`src/sv/sem_pkg.sv`:
```
// shared types and constants of the rgb sobel edge magnitude block
// no dependencies
`default_nettype none

package sem_pkg;

   localparam int PIX_W    = 8;
   localparam int NUM_CH   = 3;
   localparam int CSR_IDX_W = 4;
   localparam int CSR_DATA_W = 12;
   localparam int CFG_W_W  = 11;
   localparam int CFG_H_W  = 12;
   localparam int SUM_W    = 22;

   // register indexes of the configuration port
   localparam logic [CSR_IDX_W-1:0] REG_FRAME_WIDTH  = 4'd0;
   localparam logic [CSR_IDX_W-1:0] REG_FRAME_HEIGHT = 4'd1;

   // request kinds carried in tuser
   localparam logic FUNC_PIXEL = 1'b0;
   localparam logic FUNC_FLUSH = 1'b1;

   // square sums at or above this give the clamped magnitude
   localparam logic [SUM_W-1:0] ROOT_SAT = 22'd65281;
   localparam logic [PIX_W-1:0] MAG_MAX  = 8'd255;

   // commands from the controller to the datapath
   typedef struct packed {
      logic clear;
      logic capture;
      logic latch;
      logic mul;
      logic read;
      logic shift;
      logic real_px;
      logic grad;
      logic sqr;
      logic root;
      logic emit;
   } ctrl_cmd_type;

   // status from the datapath to the controller
   typedef struct packed {
      logic clear_last;
      logic in_done;
      logic arrivals_zero;
      logic emit_ok;
      logic flush_more;
      logic root_last;
      logic out_free;
   } dp_status_type;

endpackage

`default_nettype wire

```
`src/sv/sem_ctrl.sv`:
```
// controller state machine of the sobel edge block
// depends on sem_pkg for command and status types
`default_nettype none

module sem_ctrl
   import sem_pkg::*;
(
   input  wire logic          clock,
   input  wire logic          reset,
   input  wire logic          req_valid,
   input  wire logic          req_func,
   output logic               req_ready,
   input  wire dp_status_type status,
   output ctrl_cmd_type       cmd
);

   typedef enum logic [3:0] {
      ST_CLEAR,
      ST_IDLE,
      ST_LATCH,
      ST_MUL,
      ST_READ,
      ST_SHIFT,
      ST_FCHECK,
      ST_GRAD,
      ST_SQR,
      ST_ROOT,
      ST_ROUND
   } state_type;

   state_type state_ff;
   logic      flush_ff;
   logic      final_ff;
   logic      accept;

   assign req_ready = (state_ff == ST_IDLE);
   assign accept    = req_valid && req_ready;

   // commands decoded from the state
   always_comb begin
      cmd         = '0;
      cmd.capture = accept;
      cmd.real_px = !flush_ff;
      unique case (state_ff)
         ST_CLEAR:  cmd.clear = 1'b1;
         ST_LATCH:  cmd.latch = 1'b1;
         ST_MUL:    cmd.mul   = 1'b1;
         ST_READ:   cmd.read  = 1'b1;
         ST_SHIFT:  cmd.shift = 1'b1;
         ST_GRAD:   cmd.grad  = 1'b1;
         ST_SQR:    cmd.sqr   = 1'b1;
         ST_ROOT:   cmd.root  = 1'b1;
         ST_ROUND:  cmd.emit  = status.out_free;
         default:   cmd.clear = 1'b0;
      endcase
   end

   // sequencer
   always_ff @(posedge clock) begin
      if (reset) begin
         state_ff <= ST_CLEAR;
         flush_ff <= 1'b0;
         final_ff <= 1'b0;
      end else begin
         unique case (state_ff)
            ST_CLEAR: begin
               if (status.clear_last) state_ff <= ST_IDLE;
            end
            ST_IDLE: begin
               if (accept) begin
                  flush_ff <= req_func;
                  final_ff <= 1'b0;
                  if (req_func == FUNC_PIXEL) begin
                     if (status.in_done)            state_ff <= ST_IDLE;
                     else if (status.arrivals_zero) state_ff <= ST_LATCH;
                     else                           state_ff <= ST_READ;
                  end else begin
                     if (status.in_done) state_ff <= ST_FCHECK;
                     else                state_ff <= ST_IDLE;
                  end
               end
            end
            ST_LATCH:  state_ff <= ST_MUL;
            ST_MUL:    state_ff <= ST_READ;
            ST_READ:   state_ff <= ST_SHIFT;
            ST_SHIFT: begin
               if (!flush_ff) state_ff <= status.emit_ok ? ST_GRAD : ST_IDLE;
               else           state_ff <= final_ff ? ST_GRAD : ST_FCHECK;
            end
            ST_FCHECK: begin
               if (!status.flush_more) final_ff <= 1'b1;
               state_ff <= ST_READ;
            end
            ST_GRAD:   state_ff <= ST_SQR;
            ST_SQR:    state_ff <= ST_ROOT;
            ST_ROOT: begin
               if (status.root_last) state_ff <= ST_ROUND;
            end
            ST_ROUND: begin
               if (status.out_free) state_ff <= ST_IDLE;
            end
            default:   state_ff <= ST_CLEAR;
         endcase
      end
   end

endmodule

`default_nettype wire

```
`config.mk`:
```
export PLATFORM = sky130hd
export DESIGN_NAME = sem_ctrl
export DESIGN_NICKNAME = d
export VERILOG_FILES = /design/src/sv/sem_pkg.sv /design/src/sv/sem_ctrl.sv
export SDC_FILE = /design/constraint.sdc
export NUM_CORES = 1
export LEC_CHECK = 0
export ABC_CLOCK_PERIOD_IN_PS = 1700
export BUFFER_PORTS_ARGS = -buffer_cell sky130_fd_sc_hd__buf_2
export CORE_AREA = 4 4 41 43
export CTS_CLUSTER_DIAMETER = 60
export DETAILED_ROUTE_END_ITERATION = 8
export DIE_AREA = 0 0 45 47
export PLACE_DENSITY = 0.69
export SLEW_MARGIN = 40
export SYNTH_ARGS = -nofsm -noshare
export SYNTH_HDL_FRONTEND = slang
export SYNTH_SLANG_ARGS = --single-unit
```
`constraint.sdc`:
```
create_clock -name clock -period 1.7 [get_ports clock]
set_clock_uncertainty 0.2 [all_clocks]
set_input_delay 0.51 -clock clock [delete_from_list [all_inputs] [get_ports clock]]
set_output_delay 0.51 -clock clock [all_outputs]
set_load 0.02 [all_outputs]
```
# [Word-level counts from Yosys, hierarchy flattened]
# Index checks and enable logic that the tools add are counted.
[classes] muxes=24 n_eq_ne=15 reduce_logical=8
[ops] op="$pmux W4 S10" n=1
[ops] op="$mux W4" n=5
[ops] op="$eq A4 B3 Y1 const B" n=4
[ops] op="$mux W3" n=5
[ops] op="$eq A4 B4 Y1 const B" n=3
[ops] op="$mux W1" n=12
[ops] op="$eq A4 B2 Y1 const B" n=2
[ops] op="$ne A2 B2 Y1 const B" n=4
[ops] op="$eq A4 B1 Y1 const B" n=1
[ops] op="$logic_not A4 Y1" n=1
[ops] op="$reduce_and A4 Y1" n=1
[ops] op="$reduce_and A3 Y1" n=1
[ops] op="$ne A2 B1 Y1 const B" n=1
[ops] op="$pmux W1 S2" n=1
[ops] op="$reduce_and A2 Y1" n=1
[ops] op="$reduce_bool A2 Y1" n=1
[ops] op="$reduce_or A2 Y1" n=1
[ops] op="$logic_and A1 B1 Y1" n=1
[ops] op="$logic_not A1 Y1" n=1
[totals] register_bits=6 word_cells=50

# [Depth between registers and ports, before layout]
[depth] ltp_word=5 ltp_mapped=6 ltp_nobuf=4

# [Worst setup path after synthesis]
# No wires, ideal clock.
[synth_path] path_kind="flip-flop to output port" startpoint="register state_ff[0]" endpoint="output port cmd[9] (netlist name)" stages_incl_launch_ff=6 n_path_buf=2 arrival_ns=1.388 slack_ns=-0.398 cell_sequence="dfxtp_1 -> buf_4 -> nor4b_2 -> nand2_1 -> inv_1 -> buf_4"
[synth_between] elab_chain_len=2
[synth_rtl] element="start, declared" line_no="sem_ctrl.sv:31" text="state_type state_ff;"
[synth_rtl] element="start signal, assigned" line_no="sem_ctrl.sv:87" text="if (!flush_ff) state_ff <= status.emit_ok ? ST_GRAD : ST_IDLE;"
[synth_rtl] element="start signal, assigned" line_no="sem_ctrl.sv:88" text="else state_ff <= final_ff ? ST_GRAD : ST_FCHECK;"
[synth_rtl] element="$eq A4 B1 Y1" line_no="sem_ctrl.sv:36" text="assign req_ready = (state_ff == ST_IDLE);"
[synth_rtl] element="via req_ready" line_no="sem_ctrl.sv:12" text="output logic req_ready,"
[synth_rtl] element="$logic_and A1 B1 Y1" line_no="sem_ctrl.sv:37" text="assign accept = req_valid && req_ready;"
[synth_rtl] element="end, declared" line_no="sem_ctrl.sv:14" text="output ctrl_cmd_type cmd"
# The timed path passes the listed nets, and every way through them passes these cells.

==> flow_summary.toml <==
[run_status]
outcome = "finished with violations"
violations = "negative setup slack"

[hold_path]
hold_path_class = "primary input to flip-flop"
min_to = "state_ff[1]"
hold_depth = 2
hp-start = "status[0]"

[clocking]
cts_made_buffers = 3
cts_tree = "built"
postCtsHoldBufs = 0
numClockSinks = 6
htree_levels = 1
clockBufferDepth = 2
insertion_delay_ns = 0.26
clkSlewWorstSetupHoldPaths_ns = 0.04
cts_root_buf = "clkbuf_4"

[place]
portBuffers = 22
routabilityCongestion = 0.822
post-place-cells = 121
pre_cts_ws_ns = -0.0118
hpwl_um = 1300

[route]
avgViaCountPerCell = 5.53
ant_nets = 0
post-route-drc-count = 0
wl_um = 1860
num_vias = 713
drt_pass1_iterations = 4
drt_iter0_markers = 7
wire_per_inst_um = 14.4

[worst_setup_path]
worstPathArrival_ns = 1.21
r2r_start = "state_ff[3]"
cp_max_fo = 4
reg2reg_to = "state_ff[0]"
reg2reg_depth = 6
crit_path_start_kind = "flip-flop"
path_class = "flip-flop to output pin"
reg2reg_slack_ns = 0.09
worst_setup_path_end_kind = "output pin"
cp.required_ns = 0.99

[pwr]
powerDensity_nw_per_um2 = 597
ir_drop_uv = 437
cellLeakagePower_uw = 0.000440

[cells_and_area]
fillers = 98
antennaDiodeCount = 0
instances_no_fill = 129
layout-drive-gt1-share_pct = 57.0
nets = 127
area_growth_pct = 81.1

[floorplan]
num_rows = 13
die-area_um2 = 2120
die_h_um = 47
ios = 23
core_um2 = 1300
start_util_pct = 42.2
chipWidth_um = 45

[logic_synthesis]
synth_seq_cells = 6
synth_edf_count = 0
syn-num-nets = 87
yosysSeqAreaShare_pct = 21.9
syn-cell-area_um2 = 549
ys.flop_type = "dfxtp_1"
synth_warnings = 0
syn_avg_cell_area_um2 = 7.23
ys_types = 29
synth_cells = 76
postSynth.asyncResetShare_pct = 0

[grt]
antenna_found_initial = 0
grt_use_total_pct = 20.2
grt_first_pass_wirelength_um = 3050
grt_max_degree = 8
overflow = 0
grt_pass1_vias = 733

[sta]
setup-violations-final = 11
finalMaxSlewViolations = 0
relSlewSlack_pct = 76.2
tns_ns = -1.86
rsz0062_at_grt = "true"
worstMarginPinSlew_ns = 0.353
finalCritPeriodShare_pct = 113
max_freq_ghz = 0.520
finalCriticalPeriod_ns = 1.92
layout_setup_ws_ns = -0.224
hold_viol = 0

[run]
maxCapViolCount = 0
where the power goes:
group / total, µW / internal (µW) / leakage, µW / switching (µW)
combinational: 289 / 151 / 0.000375 / 138
sequential: 168 / 150 / 0.0000514 / 17.5
clock: 136 / 80.1 / 0.0000138 / 56.1
synth_stat cells (2+ instances only):
master    n  area share, %
nor2_1    7            4.8
dfxtp_1   6             22
nand2_1   6            4.1
a21oi_1   5            4.6
inv_1     5            3.4
buf_4     4            5.5
nand2b_1  4            4.6
nor2b_1   4            4.6
nor3_1    4            3.6
nor3b_1   3            4.1
o21ai_1   3            2.7
a211oi_1  2            2.7
buf_2     2            1.8
nor4_1    2            2.3
o21ai_0   2            1.8
o21bai_1  2            2.7
o32a_1    2            3.6
o32ai_1   2            3.2
kinds of logic after synthesis:
group,Yosys count,share of synthesized area (%)
AO/OA/AOI/OAI,22,28.2
XOR/XNOR,1,1.59
buffers and inverters,11,10.7
flip-flops,6,21.9
multiplexers,1,1.82
AND/OR/NAND/NOR,35,35.8
metrics by stage:
stage / instance area, µm² / total power, µW / hold slack, ns / util [%]
5_1_grt: 995 / 627 / 0.309 / 76.4
6_report: 995 / 593 / 0.294 / 76.4
3_3_place_gp: 811 / 393 / 0.274 / 62.3
3_5_place_dp: 811 / 399 / 0.295 / 62.3
4_1_cts: 962 / 575 / 0.296 / 73.9
2_1_floorplan: 618 / 315 / 0.258 / -
critical path, cell delays in order (launching register included):
cell and delay, ns:
dfxtp_2 0.33, buf_6 0.12, nor4b_4 0.22, nand2_1 0.11
inv_1 0.07, buf_6 0.11
flip-flops by register name, summed over array words and instances (netlist names):
name and flops:
state_ff 4, final_ff 1, flush_ff 1
placed cells by master, fill, tap and decap left out, drive strengths merged, types with 3 or more instances in the layout:
cell | Yosys | final
a21oi | 5 | 5
buf | 6 | 41
clkbuf | 0 | 3
dfxtp | 6 | 6
inv | 5 | 5
nand2 | 6 | 6
nand2b | 4 | 4
nor2 | 7 | 7
nor2b | 4 | 4
nor3 | 5 | 5
nor3b | 3 | 3
o21ai | 5 | 5
layout make-up:
| type | instances | area (µm²) | share of cell area [%] |
|---|---|---|---|
| inverters | 5 | 18.8 | 1.89 |
| flip-flops and latches | 6 | 133 | 13.3 |
| well taps | 15 | 18.8 | 1.89 |
| multi-input cells | 59 | 478 | 48.1 |
| repair buffers | 41 | 324 | 32.6 |
| clock buffers | 3 | 22.5 | 2.26 |
layer usage:
metal | vias to the layer above | global-route usage [%] | routed length (µm)
li1 | 348 | - | -
met1 | 332 | 20.5 | 687
met2 | 26 | 37.3 | 997
met3 | 7 | 2.68 | 114
met4 | 0 | 15.2 | 56
met5 | - | 0 | 0
worst max-delay path by stage:
stage	from	end	slack [ns]
2_1_floorplan	state_ff[0]	cmd[9]	-0.18
6_report	state_ff[3]	cmd[9]	-0.22
5_1_grt	state_ff[3]	cmd[9]	-0.31
3_3_place_gp	state_ff[3]	cmd[9]	0.004
3_5_place_dp	state_ff[3]	cmd[9]	-0.01
4_1_cts	state_ff[3]	cmd[9]	-0.24
repair_timing:
item | CTS | global route
gates resized for setup | 29 | 7
gates cloned | 0 | 0
pin swaps | 2 | 0
setup buffers | 4 | 1
setup endpoints to repair | 11 | 13
(Power assumes the default switching activity.)
